File: src/sv/ppghr_pkg.sv
package ppghr_pkg;

	localparam int SmoothTapsDef    = 5;
	localparam int BaselineDepthDef = 100;
	localparam int RateDepthDef     = 10;

	localparam int SampleW = 18;
	localparam int TimeW   = 32;
	localparam int AcW     = 19;
	localparam int BpmW    = 17;
	localparam int AvgW    = 16;
	localparam int CntW    = 4;
	localparam int CfgW    = 18;
	localparam int DivW    = 32;

	localparam logic [DivW-1:0] RateNumerator = 32'd15360000;
	localparam logic [BpmW-1:0] BpmSat        = 17'd76800;
	localparam logic [AvgW-1:0] RingSat       = 16'hFFFF;

	localparam logic [17:0] ThreshRst  = 18'd30;
	localparam logic [15:0] SpacingRst = 16'd200;
	localparam logic [16:0] MinBpmRst  = 17'd10240;
	localparam logic [16:0] MaxBpmRst  = 17'd51200;

	typedef enum logic [1:0] {
		CFG_THRESH,
		CFG_SPACING,
		CFG_MIN_BPM,
		CFG_MAX_BPM
	} cfg_idx_t;

	typedef enum logic [3:0] {
		ST_IDLE,
		ST_SSUM,
		ST_SDIV,
		ST_BASE,
		ST_BDIV,
		ST_PEAK,
		ST_RDIV,
		ST_RSUM,
		ST_MDIV,
		ST_FIN
	} state_t;

	typedef struct packed {
		logic busy;
		logic done;
	} div_stat_t;

endpackage

File: src/sv/ppghr_if.sv
interface ppghr_in_if import ppghr_pkg::*; ();
	logic               valid;
	logic               ready;
	logic [SampleW-1:0] ir_sample;
	logic [TimeW-1:0]   time_ms;

	modport source (output valid, ir_sample, time_ms, input ready);
	modport sink (input valid, ir_sample, time_ms, output ready);
endinterface

interface ppghr_out_if import ppghr_pkg::*; ();
	logic                  valid;
	logic                  ready;
	logic                  ready_res;
	logic signed [AcW-1:0] ac_signal;
	logic                  beat;
	logic [BpmW-1:0]       bpm_q8;
	logic [AvgW-1:0]       avg_bpm_q8;
	logic [CntW-1:0]       avg_count;

	modport source (output valid, ready_res, ac_signal, beat, bpm_q8, avg_bpm_q8, avg_count,
		input ready);
	modport sink (input valid, ready_res, ac_signal, beat, bpm_q8, avg_bpm_q8, avg_count,
		output ready);
endinterface

File: src/sv/ppg_heart_rate_detector_top.sv
// PPG heart-rate detector.
// Input channel smp carries one infrared sample and its millisecond timestamp per
// transfer; output channel res returns exactly one result per sample, in order.
// Registers are written through cfg_we / cfg_idx / cfg_data; the user must write
// them only while the block is idle, which the block itself does not enforce. One
// sequencer steps each sample: a serial sum over the smoothing taps, reciprocal
// multiplies for the smoothing and baseline means, and on a beat that has a nonzero
// previous beat time a 32-step serial divide for the rate plus, when the rate is
// admitted, a sum and a divide over the rate ring. smp.ready is high only while the
// sequencer is idle, so a new sample is taken only after the last result has been
// loaded into the output register.
// The result sits in an output register; the next sample is taken while it waits,
// and a stalled receiver holds the block only once the next result is done.
// Reset clears all history, the rings and the registers to their defaults; the
// baseline ring needs no clearing pass since entries are only read once filled.
// The first BASELINE_DEPTH results carry ready_res = 0 and all other fields zero.
module ppg_heart_rate_detector_top import ppghr_pkg::*; #(
	parameter int SMOOTH_TAPS    = SmoothTapsDef,
	parameter int BASELINE_DEPTH = BaselineDepthDef,
	parameter int RATE_DEPTH     = RateDepthDef
) (
	input  logic        clk,
	input  logic        arst_n,
	ppghr_in_if.sink    smp,
	ppghr_out_if.source res,
	input  logic        cfg_we,
	input  cfg_idx_t    cfg_idx,
	input  logic [CfgW-1:0] cfg_data
);
	localparam int SPW  = (SMOOTH_TAPS > 1) ? $clog2(SMOOTH_TAPS) : 1;
	localparam int RPW  = (RATE_DEPTH > 1) ? $clog2(RATE_DEPTH) : 1;
	localparam int RCW  = $clog2(RATE_DEPTH + 1);
	localparam int BPW  = $clog2(BASELINE_DEPTH);
	localparam int WCW  = $clog2(BASELINE_DEPTH + 1);
	localparam int BSW  = SampleW + $clog2(BASELINE_DEPTH + 1);
	localparam int SSW  = SampleW + $clog2(SMOOTH_TAPS + 1);
	localparam int RSW  = AvgW + $clog2(RATE_DEPTH + 1);
	localparam int ACW  = (SSW > RSW) ? SSW : RSW;
	localparam int LMX  = (SMOOTH_TAPS > RATE_DEPTH) ? SMOOTH_TAPS : RATE_DEPTH;
	localparam int IXW  = $clog2(LMX + 1);

	// floor(x / d) == (x * ceil(2^k / d)) >> k for x < 2^n, k = n + ceil(log2 d)
	localparam int SmK  = SSW + $clog2(SMOOTH_TAPS);
	localparam int SmMW = SSW + 1;
	localparam int SmPW = 2 * SSW + 1;
	localparam logic [SSW:0] SmMul = SmMW'(((64'd1 << SmK) + 64'(SMOOTH_TAPS) - 64'd1)
		/ 64'(SMOOTH_TAPS));
	localparam int BsK  = BSW + $clog2(BASELINE_DEPTH);
	localparam int BsMW = BSW + 1;
	localparam int BsPW = 2 * BSW + 1;
	localparam logic [BSW:0] BsMul = BsMW'(((64'd1 << BsK) + 64'(BASELINE_DEPTH) - 64'd1)
		/ 64'(BASELINE_DEPTH));

	state_t state_q, state_d;

	logic [17:0] thresh_q;
	logic [15:0] spacing_q;
	logic [16:0] min_bpm_q;
	logic [16:0] max_bpm_q;

	logic [TimeW-1:0]   time_q;
	logic [SampleW-1:0] smooth_ring_q [SMOOTH_TAPS];
	logic [SPW-1:0]     spos_q;
	logic [IXW-1:0]     idx_q;
	logic [ACW-1:0]     acc_q;
	logic [SampleW-1:0] smoothed_q;
	logic [SampleW-1:0] base_q;

	logic [SampleW-1:0] bmem [BASELINE_DEPTH];
	logic [SampleW-1:0] brd_q;
	logic [BPW-1:0]     bpos_q;
	logic [BSW-1:0]     bsum_q;
	logic [WCW-1:0]     warm_q;
	logic               warm_item_q;

	logic signed [AcW-1:0] ac_q, prior_q, older_q;
	logic                  latch_q;
	logic [TimeW-1:0]      last_q;
	logic [BpmW-1:0]       latest_q;
	logic                  beat_q;

	logic [AvgW-1:0] rate_ring_q [RATE_DEPTH];
	logic [RPW-1:0]  rpos_q;
	logic            rfull_q;
	logic [AvgW-1:0] mean_q;

	logic            div_go_q;
	logic [DivW-1:0] div_a_q, div_b_q;
	logic [DivW-1:0] div_quo;
	div_stat_t       div_st;

	logic            out_valid_q;
	logic            out_rr_q, out_beat_q;
	logic signed [AcW-1:0] out_ac_q;
	logic [BpmW-1:0] out_bpm_q;
	logic [AvgW-1:0] out_avg_q;
	logic [CntW-1:0] out_cnt_q;

	logic                  accept, can_load, ssum_last, rsum_last;
	logic signed [AcW-1:0] ac_new;
	logic [TimeW-1:0]      gap;
	logic                  is_peak, gap_ok, admit, rate_go, div_go_d, warming;
	logic [RCW-1:0]        rcount;
	logic [SampleW-1:0]    bold;
	logic [BSW-1:0]        bsum_new;
	logic [SmPW-1:0]       sm_prod;
	logic [BsPW-1:0]       bs_prod;

	ppghr_divider u_div (
		.clk      (clk),
		.arst_n   (arst_n),
		.start    (div_go_q),
		.dividend (div_a_q),
		.divisor  (div_b_q),
		.quotient (div_quo),
		.stat     (div_st)
	);

	assign accept   = smp.valid && smp.ready;
	assign can_load = !out_valid_q || res.ready;
	assign rcount   = rfull_q ? RCW'(RATE_DEPTH) : RCW'(rpos_q);
	assign ssum_last = (idx_q == IXW'(SMOOTH_TAPS - 1));
	assign rsum_last = (idx_q == IXW'(rcount - 1'b1));
	assign warming   = (warm_q < WCW'(BASELINE_DEPTH));

	assign sm_prod = SmPW'(acc_q[SSW-1:0]) * SmPW'(SmMul);
	assign bs_prod = BsPW'(bsum_q) * BsPW'(BsMul);

	assign ac_new  = $signed({1'b0, smoothed_q}) - $signed({1'b0, base_q});
	assign gap     = time_q - last_q;
	assign gap_ok  = gap > {16'b0, spacing_q};
	assign is_peak = (ac_new > prior_q) && (prior_q > older_q)
		&& (ac_new > $signed({1'b0, thresh_q})) && !latch_q;
	assign rate_go = is_peak && gap_ok && (last_q != '0);
	assign admit   = (div_quo >= {15'b0, min_bpm_q}) && (div_quo <= {15'b0, max_bpm_q});
	assign bold    = warming ? '0 : brd_q;
	assign bsum_new = bsum_q - BSW'(bold) + BSW'(smoothed_q);
	assign div_go_d = ((state_q == ST_PEAK) && rate_go) || ((state_q == ST_RSUM) && rsum_last);

	// next state
	always_comb begin
		state_d = state_q;
		unique case (state_q)
			ST_IDLE: if (smp.valid) state_d = ST_SSUM;
			ST_SSUM: if (ssum_last) state_d = ST_SDIV;
			ST_SDIV: state_d = ST_BASE;
			ST_BASE: state_d = warming ? ST_FIN : ST_BDIV;
			ST_BDIV: state_d = ST_PEAK;
			ST_PEAK: state_d = rate_go ? ST_RDIV : ST_FIN;
			ST_RDIV: if (div_st.done) state_d = admit ? ST_RSUM : ST_FIN;
			ST_RSUM: if (rsum_last) state_d = ST_MDIV;
			ST_MDIV: if (div_st.done) state_d = ST_FIN;
			ST_FIN:  if (can_load) state_d = ST_IDLE;
			default: state_d = ST_IDLE;
		endcase
	end

	// outputs of the sequencer
	always_comb begin
		smp.ready = (state_q == ST_IDLE);
	end

	always_ff @(posedge clk or negedge arst_n) begin
		if (!arst_n) begin
			state_q <= ST_IDLE;
		end else begin
			state_q <= state_d;
		end
	end

	always_ff @(posedge clk or negedge arst_n) begin
		if (!arst_n) begin
			thresh_q  <= ThreshRst;
			spacing_q <= SpacingRst;
			min_bpm_q <= MinBpmRst;
			max_bpm_q <= MaxBpmRst;
		end else if (cfg_we) begin
			unique case (cfg_idx)
				CFG_THRESH:  thresh_q  <= cfg_data[17:0];
				CFG_SPACING: spacing_q <= cfg_data[15:0];
				CFG_MIN_BPM: min_bpm_q <= cfg_data[16:0];
				CFG_MAX_BPM: max_bpm_q <= cfg_data[16:0];
				default: ;
			endcase
		end
	end

	// baseline ring memory
	always_ff @(posedge clk) begin
		if (state_q == ST_SSUM) brd_q <= bmem[bpos_q];
		if (state_q == ST_BASE) bmem[bpos_q] <= smoothed_q;
	end

	always_ff @(posedge clk or negedge arst_n) begin
		if (!arst_n) begin
			for (int i = 0; i < SMOOTH_TAPS; i++) smooth_ring_q[i] <= '0;
			for (int i = 0; i < RATE_DEPTH; i++) rate_ring_q[i] <= '0;
			spos_q      <= '0;
			bpos_q      <= '0;
			bsum_q      <= '0;
			warm_q      <= '0;
			warm_item_q <= 1'b0;
			prior_q     <= '0;
			older_q     <= '0;
			latch_q     <= 1'b0;
			last_q      <= '0;
			latest_q    <= '0;
			rpos_q      <= '0;
			rfull_q     <= 1'b0;
			mean_q      <= '0;
			beat_q      <= 1'b0;
			div_go_q    <= 1'b0;
			idx_q       <= '0;
			out_valid_q <= 1'b0;
		end else begin
			div_go_q <= div_go_d;
			if (state_q == ST_FIN && can_load) out_valid_q <= 1'b1;
			else if (res.ready) out_valid_q <= 1'b0;
			unique case (state_q)
				ST_IDLE: begin
					if (accept) begin
						smooth_ring_q[spos_q] <= smp.ir_sample;
						spos_q <= (spos_q == SPW'(SMOOTH_TAPS - 1)) ? '0 : spos_q + 1'b1;
						idx_q  <= '0;
						beat_q <= 1'b0;
					end
				end
				ST_SSUM: begin
					idx_q <= idx_q + 1'b1;
				end
				ST_BASE: begin
					bsum_q <= bsum_new;
					bpos_q <= (bpos_q == BPW'(BASELINE_DEPTH - 1)) ? '0 : bpos_q + 1'b1;
					warm_item_q <= warming;
					if (warming) warm_q <= warm_q + 1'b1;
				end
				ST_PEAK: begin
					if (is_peak) begin
						if (gap_ok) begin
							last_q  <= time_q;
							latch_q <= 1'b1;
							beat_q  <= 1'b1;
						end
					end else if (ac_new < prior_q) begin
						latch_q <= 1'b0;
					end
					older_q <= prior_q;
					prior_q <= ac_new;
				end
				ST_RDIV: begin
					if (div_st.done) begin
						latest_q <= (div_quo > {15'b0, BpmSat}) ? BpmSat : div_quo[BpmW-1:0];
						if (admit) begin
							rate_ring_q[rpos_q] <= (div_quo > {16'b0, RingSat}) ?
								RingSat : div_quo[AvgW-1:0];
							if (rpos_q == RPW'(RATE_DEPTH - 1)) begin
								rpos_q  <= '0;
								rfull_q <= 1'b1;
							end else begin
								rpos_q <= rpos_q + 1'b1;
							end
							idx_q <= '0;
						end
					end
				end
				ST_RSUM: begin
					idx_q <= idx_q + 1'b1;
				end
				ST_MDIV: begin
					if (div_st.done) mean_q <= div_quo[AvgW-1:0];
				end
				default: ;
			endcase
		end
	end

	// payload registers
	always_ff @(posedge clk) begin
		unique case (state_q)
			ST_IDLE: begin
				if (accept) begin
					time_q <= smp.time_ms;
					acc_q  <= '0;
				end
			end
			ST_SSUM: acc_q <= acc_q + ACW'(smooth_ring_q[idx_q[SPW-1:0]]);
			ST_SDIV: smoothed_q <= sm_prod[SmK +: SampleW];
			ST_BDIV: base_q <= bs_prod[BsK +: SampleW];
			ST_PEAK: begin
				ac_q    <= ac_new;
				div_a_q <= RateNumerator;
				div_b_q <= gap;
			end
			ST_RDIV: if (div_st.done) acc_q <= '0;
			ST_RSUM: begin
				acc_q <= acc_q + ACW'(rate_ring_q[idx_q[RPW-1:0]]);
				if (rsum_last) begin
					div_a_q <= DivW'(acc_q + ACW'(rate_ring_q[idx_q[RPW-1:0]]));
					div_b_q <= DivW'(rcount);
				end
			end
			ST_FIN: begin
				if (can_load) begin
					out_rr_q   <= !warm_item_q;
					out_ac_q   <= warm_item_q ? '0 : ac_q;
					out_beat_q <= warm_item_q ? 1'b0 : beat_q;
					out_bpm_q  <= warm_item_q ? '0 : latest_q;
					out_avg_q  <= warm_item_q ? '0 : mean_q;
					out_cnt_q  <= warm_item_q ? '0 : CntW'(rcount);
				end
			end
			default: ;
		endcase
	end

	assign res.valid      = out_valid_q;
	assign res.ready_res  = out_rr_q;
	assign res.ac_signal  = out_ac_q;
	assign res.beat       = out_beat_q;
	assign res.bpm_q8     = out_bpm_q;
	assign res.avg_bpm_q8 = out_avg_q;
	assign res.avg_count  = out_cnt_q;

`ifndef SYNTHESIS
	a_div_start_idle: assert property (@(posedge clk) disable iff (!arst_n)
		div_go_q |-> !div_st.busy)
		else $error("divider started while busy");
	a_beat_needs_ready: assert property (@(posedge clk) disable iff (!arst_n)
		(res.valid && res.beat) |-> res.ready_res)
		else $error("beat reported during warm-up");
	a_take_only_idle: assert property (@(posedge clk) disable iff (!arst_n)
		accept |=> (state_q == ST_SSUM))
		else $error("sample taken outside idle");
	a_fin_loads: assert property (@(posedge clk) disable iff (!arst_n)
		(state_q == ST_FIN && can_load) |=> out_valid_q)
		else $error("finished result not loaded");
`endif
endmodule

File: src/sv/ppghr_divider.sv
module ppghr_divider import ppghr_pkg::*; (
	input  logic            clk,
	input  logic            arst_n,
	input  logic            start,
	input  logic [DivW-1:0] dividend,
	input  logic [DivW-1:0] divisor,
	output logic [DivW-1:0] quotient,
	output div_stat_t       stat
);
	localparam int StepW = $clog2(DivW);

	logic [DivW:0]     rem_q;
	logic [DivW-1:0]   quo_q;
	logic [DivW-1:0]   dvs_q;
	logic [StepW-1:0]  cnt_q;
	logic              busy_q;
	logic              done_q;
	logic [DivW:0]     trial;

	// one quotient bit per cycle, restoring
	assign trial = {rem_q[DivW-1:0], quo_q[DivW-1]};

	always_ff @(posedge clk or negedge arst_n) begin
		if (!arst_n) begin
			busy_q <= 1'b0;
			done_q <= 1'b0;
			cnt_q  <= '0;
		end else begin
			done_q <= 1'b0;
			if (start) begin
				busy_q <= 1'b1;
				cnt_q  <= '0;
			end else if (busy_q) begin
				cnt_q <= cnt_q + 1'b1;
				if (cnt_q == StepW'(DivW - 1)) begin
					busy_q <= 1'b0;
					done_q <= 1'b1;
				end
			end
		end
	end

	always_ff @(posedge clk) begin
		if (start) begin
			rem_q <= '0;
			quo_q <= dividend;
			dvs_q <= divisor;
		end else if (busy_q) begin
			if (trial >= {1'b0, dvs_q}) begin
				rem_q <= trial - {1'b0, dvs_q};
				quo_q <= {quo_q[DivW-2:0], 1'b1};
			end else begin
				rem_q <= trial;
				quo_q <= {quo_q[DivW-2:0], 1'b0};
			end
		end
	end

	assign quotient  = quo_q;
	assign stat.busy = busy_q;
	assign stat.done = done_q;
endmodule

File: src/flat_wrapper.sv
// flat-port wrapper written by rule: the top's interface ports become plain ports
module ppg_heart_rate_detector_top_flat import ppghr_pkg::*;
#(
	parameter int SMOOTH_TAPS    = SmoothTapsDef,
	parameter int BASELINE_DEPTH = BaselineDepthDef,
	parameter int RATE_DEPTH     = RateDepthDef
)
  (clk, arst_n, cfg_we, cfg_idx, cfg_data, smp_valid, smp_ir_sample, smp_time_ms, smp_ready, res_valid, res_ready_res, res_ac_signal, res_beat, res_bpm_q8, res_avg_bpm_q8, res_avg_count, res_ready);
  ppghr_in_if smp_i ();
  ppghr_out_if res_i ();
  input  logic clk;
  input  logic arst_n;
  input  logic cfg_we;
  input  cfg_idx_t cfg_idx;
  input  logic [CfgW-1:0] cfg_data;
  input wire logic [$bits(smp_i.valid)-1:0] smp_valid;
  input wire logic [$bits(smp_i.ir_sample)-1:0] smp_ir_sample;
  input wire logic [$bits(smp_i.time_ms)-1:0] smp_time_ms;
  output wire logic [$bits(smp_i.ready)-1:0] smp_ready;
  output wire logic [$bits(res_i.valid)-1:0] res_valid;
  output wire logic [$bits(res_i.ready_res)-1:0] res_ready_res;
  output wire logic [$bits(res_i.ac_signal)-1:0] res_ac_signal;
  output wire logic [$bits(res_i.beat)-1:0] res_beat;
  output wire logic [$bits(res_i.bpm_q8)-1:0] res_bpm_q8;
  output wire logic [$bits(res_i.avg_bpm_q8)-1:0] res_avg_bpm_q8;
  output wire logic [$bits(res_i.avg_count)-1:0] res_avg_count;
  input wire logic [$bits(res_i.ready)-1:0] res_ready;
  assign smp_i.valid = smp_valid;
  assign smp_i.ir_sample = smp_ir_sample;
  assign smp_i.time_ms = smp_time_ms;
  assign smp_ready = smp_i.ready;
  assign res_valid = res_i.valid;
  assign res_ready_res = res_i.ready_res;
  assign res_ac_signal = res_i.ac_signal;
  assign res_beat = res_i.beat;
  assign res_bpm_q8 = res_i.bpm_q8;
  assign res_avg_bpm_q8 = res_i.avg_bpm_q8;
  assign res_avg_count = res_i.avg_count;
  assign res_i.ready = res_ready;
  ppg_heart_rate_detector_top #(.SMOOTH_TAPS(SMOOTH_TAPS), .BASELINE_DEPTH(BASELINE_DEPTH), .RATE_DEPTH(RATE_DEPTH)) u_core (.clk(clk), .arst_n(arst_n), .smp(smp_i), .res(res_i), .cfg_we(cfg_we), .cfg_idx(cfg_idx), .cfg_data(cfg_data));
endmodule
File: config.mk
export PLATFORM = sky130hd
export DESIGN_NAME = ppg_heart_rate_detector_top_flat
export DESIGN_NICKNAME = d
export VERILOG_FILES = /design/src/sv/ppghr_pkg.sv /design/src/sv/ppghr_if.sv /design/src/sv/ppg_heart_rate_detector_top.sv /design/src/sv/ppghr_divider.sv /design/src/flat_wrapper.sv
export SDC_FILE = /design/constraint.sdc
export NUM_CORES = 2
export LEC_CHECK = 0
export CAP_MARGIN = 0
export CORE_MARGIN = 2
export CORE_UTILIZATION = 40
export DETAILED_ROUTE_END_ITERATION = 8
export DONT_BUFFER_PORTS = 1
export SLEW_MARGIN = 5
export SYNTH_ARGS = -nofsm -noshare
export SYNTH_HDL_FRONTEND = slang
export SYNTH_SLANG_ARGS = --single-unit
File: constraint.sdc
create_clock -name clk -period 7 [get_ports clk]
set_input_delay 0.35 -clock clk [delete_from_list [all_inputs] [get_ports clk]]
set_output_delay 0.35 -clock clk [all_outputs]
set_load 0.02 [all_outputs]
==> results by group <==
Status
  • Result of the run: complete, but fails checks
  • Violated checks: hold timing

Drt
  • Number of vias in the routed layout: 77748
  • Number of vias per cell: 5.677
  • Remaining number of nets flagged by the antenna check after routing: 0
  • Number of optimization iterations in the first detailed-route pass: 5
  • Post-detailed-route wirelength per cell: 26.16 um
  • Violation count after the first detailed-route iteration: 8369
  • Detailed-route DRC error count: 0
  • Total routed wirelength: 358.2 mm

Clock network
  • CTS sink count: 2623
  • Max Root-Sink Buffers: 4
  • Number of CTS-inserted buffers: 288
  • Clk_lat worst skew: 0.94 ns
  • Clk Tree Root Cell: clkbuf_16
  • Clock tree from TritonCTS: built
  • H-Tree Level Count: 5
  • Number of buffers added to fix hold violations after cts: 90
  • Post-CTS clock slew at the launch and capture registers of the worst setup and hold paths: 0.07 ns

Floorplan
  • Die outline area: 316900 um2
  • Core area: 311400 um2
  • Vert. Die Dim: 563.0 um
  • I/O Pins: 135
  • Std-Cell Rows: 205
  • Width of the die: 563.0 um
  • Starting utilization of the core area: 40.14%

Synthesis
  • Avg Synthesized Cell Area: 14.05 um2
  • Synthesized instance count: 8896
  • Cell types occupying the most area after synthesis: edfxtp_1 51%, dfrtp_1 9.5%, ha_1 7.1%
  • Cell area after synthesis: 125000 um2
  • Dominant register cell in the synthesized netlist: edfxtp_1
  • Post-Syn Nets: 10066
  • Number of library cell types mapped by synthesis: 94
  • Seq cells post-synth: 2623
  • Number of enable-type register cells in the synthesized netlist: 2103
  • Share of the synthesized area in the top cell type: 50.53%
  • Cell type with the largest total area after synthesis: edfxtp_1
  • Synth warnings: 0
  • Async set-reset flop share out of synthesis: 18.60%
  • Proportion of synthesized chip area in sequential cells: 60.82%

Global routing
  • Via count of the first global-routing pass: 78167
  • Initial antenna violation count: 22
  • Wire length of the first global-routing pass: 527.5 mm
  • Total global-route track usage: 22.26%
  • Largest net degree at the start of global routing: 489
  • Aggregate global routing overflow: 0

Setup path
  • Register-to-register path setup slack: 0.07 ns
  • Kind of start point of the critical path: flip-flop
  • Endpoint of the most critical register-to-register path: u_core.base_q[15]
  • Depth of the worst register-to-register path: 24
  • Launching point of the worst reg2reg path: u_core.bsum_q[5]
  • Worst Path Max Fanout: 7
  • Worst setup EP type: flip-flop
  • Required time of the critical path: 7.59 ns
  • Arr. time, crit path: 7.52 ns
  • Crit Path Class: flip-flop to flip-flop

Placed design
  • Count of buffers inserted at the top-level ports: 0
  • Placer's final routability congestion estimate: 0.9031
  • Detail Placement HPWL: 234.6 mm

Job
  • Count of max-cap constraint violations: 0

Timing
  • Peak Freq: 0.1443 GHz
  • Relative slew margins: 12.98%
  • Worst hold slack: -0.8238 ns
  • Tightest Pin Transition: 1.304 ns
  • Final Max Slew Viols: 0
  • Worst setup skew after layout: 0.1044 ns
  • Unrepaired setup endpoints after global routing: yes
  • Final hold vios: 488
  • Final period demand of the worst path: 6.932 ns
  • Number of setup violations in the final report: 0
  • Portion of the clock cycle consumed by the worst path in the final layout: 99.03%

Layout
  • Most frequent cells in the layout: 2103 x edfxtp_1, 951 x inv_1, 704 x ha_1
  • Most frequent standard cell in the layout excluding fill and tap cells: edfxtp_1
  • Fraction of layout cells with a size suffix above 1: 15.53%
  • Area growth, synth to finish: 14.64%
  • # nets final: 10491
  • Final standard cell utilization of the core: 46.02%

Min path
  • Class of the tightest hold or removal check: primary input to asynchronous set/reset pin
worst max-delay path: stages (launching register included):
cell,delay [ns]
dfrtp_1,0.38
buf_4,0.17
inv_1,0.09
ha_1,0.35
fa_1,0.49
fa_1,0.51
fa_1,0.52
inv_1,0.05
fa_1,0.57
fa_1,0.44
fa_1,0.46
ha_1,0.30
a21oi_1,0.25
nor2_4,0.06
a2111oi_4,0.30
buf_4,0.17
o21ai_4,0.06
a2111oi_4,0.33
buf_4,0.21
o31ai_4,0.07
a211oi_2,0.26
o21ai_2,0.10
or2_4,0.24
buf_6,0.12
xor2_2,0.13
repair_timing:
| action | 4_1_cts | 5_1_grt |
|---|---|---|
| gates resized for setup | 24 | 49 |
| cloned | 0 | 0 |
| hold endpoints to repair | 683 | 488 |
| pin swaps | 14 | 26 |
| setup endpoints to repair | 12 | 13 |
| setup buffers | 0 | 14 |
metrics by stage:
| step | cell area, um2 | instances | TNS, ns | setup slack, ns | hold slack [ns] |
|---|---|---|---|---|---|
| 6_report | 143300 | 13696 | 0 | 0.06767 | -0.8238 |
| 4_1_cts | 142900 | 13675 | -0.02189 | -0.02054 | -0.8886 |
| 2_1_floorplan | 125000 | 8896 | 0 | 0.02842 | 0.05441 |
| 5_1_grt | 143300 | 13692 | -0.6757 | -0.1469 | -0.8573 |
| 3_3_place_gp | 132500 | 13065 | -3.581 | -0.5411 | 0.07523 |
| 3_5_place_dp | 132500 | 13066 | -3.338 | -0.5163 | 0.06995 |
metal layers:
| layer | up-vias | global-route usage [%] | wire (um) |
|---|---|---|---|
| li1 | 34142 | - | - |
| met5 | - | 0 | 80 |
| met1 | 39780 | 31.41 | 153000 |
| met4 | 12 | 6.328 | 10110 |
| met2 | 3287 | 35.34 | 165600 |
| met3 | 527 | 3.841 | 29460 |
kinds of logic (layout without fill, tap and decap cells):
family / count (synthesis) / count (layout) / synth area share, %
mux: 436 / 436 / 4.588
compound gates: 1875 / 1875 / 10.75
xor+xnor: 165 / 165 / 1.156
fa+ha+maj: 1095 / 1095 / 13.27
flops: 2623 / 2623 / 60.82
other cells: 0 / 6 / 0
simple gates: 1341 / 1341 / 5.271
buf+inv: 1361 / 2015 / 4.148
flip-flops by register name, summed over array words and instances, names as in the netlist, 19 cells and up:
signal	count
u_core.res.ac_signal	19
u_core.older_q	19
u_core.smooth_ring_q	90
u_core.u_div.rem_q	32
u_core.div_a_q	23
u_core.acc_q	21
u_core.ac_q	19
u_core.bsum_q	25
u_core.div_b_q	32
u_core.bmem	1800
u_core.u_div.quotient	32
u_core.rate_ring_q	160
u_core.prior_q	19
u_core.time_q	32
u_core.last_q	32
u_core.u_div.dvs_q	32
area by class of cell:
cell class	instances	area, um2
fill	27399	168100
sequential	2623	76040
multi-input combinational	4912	44480
clock buffer	360	7609
tap	4140	5180
timing repair buffer	533	4478
inverter	963	3615
clock inverter	159	1872
antenna	6	15.01
synthesized netlist by cell type (208+ instances only):
cell,instances
mux2_2,320
a22oi_1,559
clkbuf_1,294
o21ai_0,259
dfrtp_1,476
a21oi_1,208
edfxtp_1,2103
nor2_1,406
nand2_1,292
fa_1,384
inv_1,958
ha_1,711
worst max path at each step:
stage	from	end	slack [ns]	cells past startpoint
6_report	u_core.bsum_q[5]	u_core.base_q[15]	0.07	24
3_3_place_gp	u_core.bsum_q[4]	u_core.base_q[15]	-0.54	26
5_1_grt	u_core.bsum_q[8]	u_core.base_q[15]	-0.15	24
3_5_place_dp	u_core.bsum_q[4]	u_core.base_q[15]	-0.52	26
2_1_floorplan	u_core.bsum_q[4]	u_core.base_q[16]	0.03	25
4_1_cts	u_core.bsum_q[6]	u_core.base_q[15]	-0.02	26
Power is not shown: default switching activity piles up to over one toggle a cycle in this logic, so the estimate is an artifact.
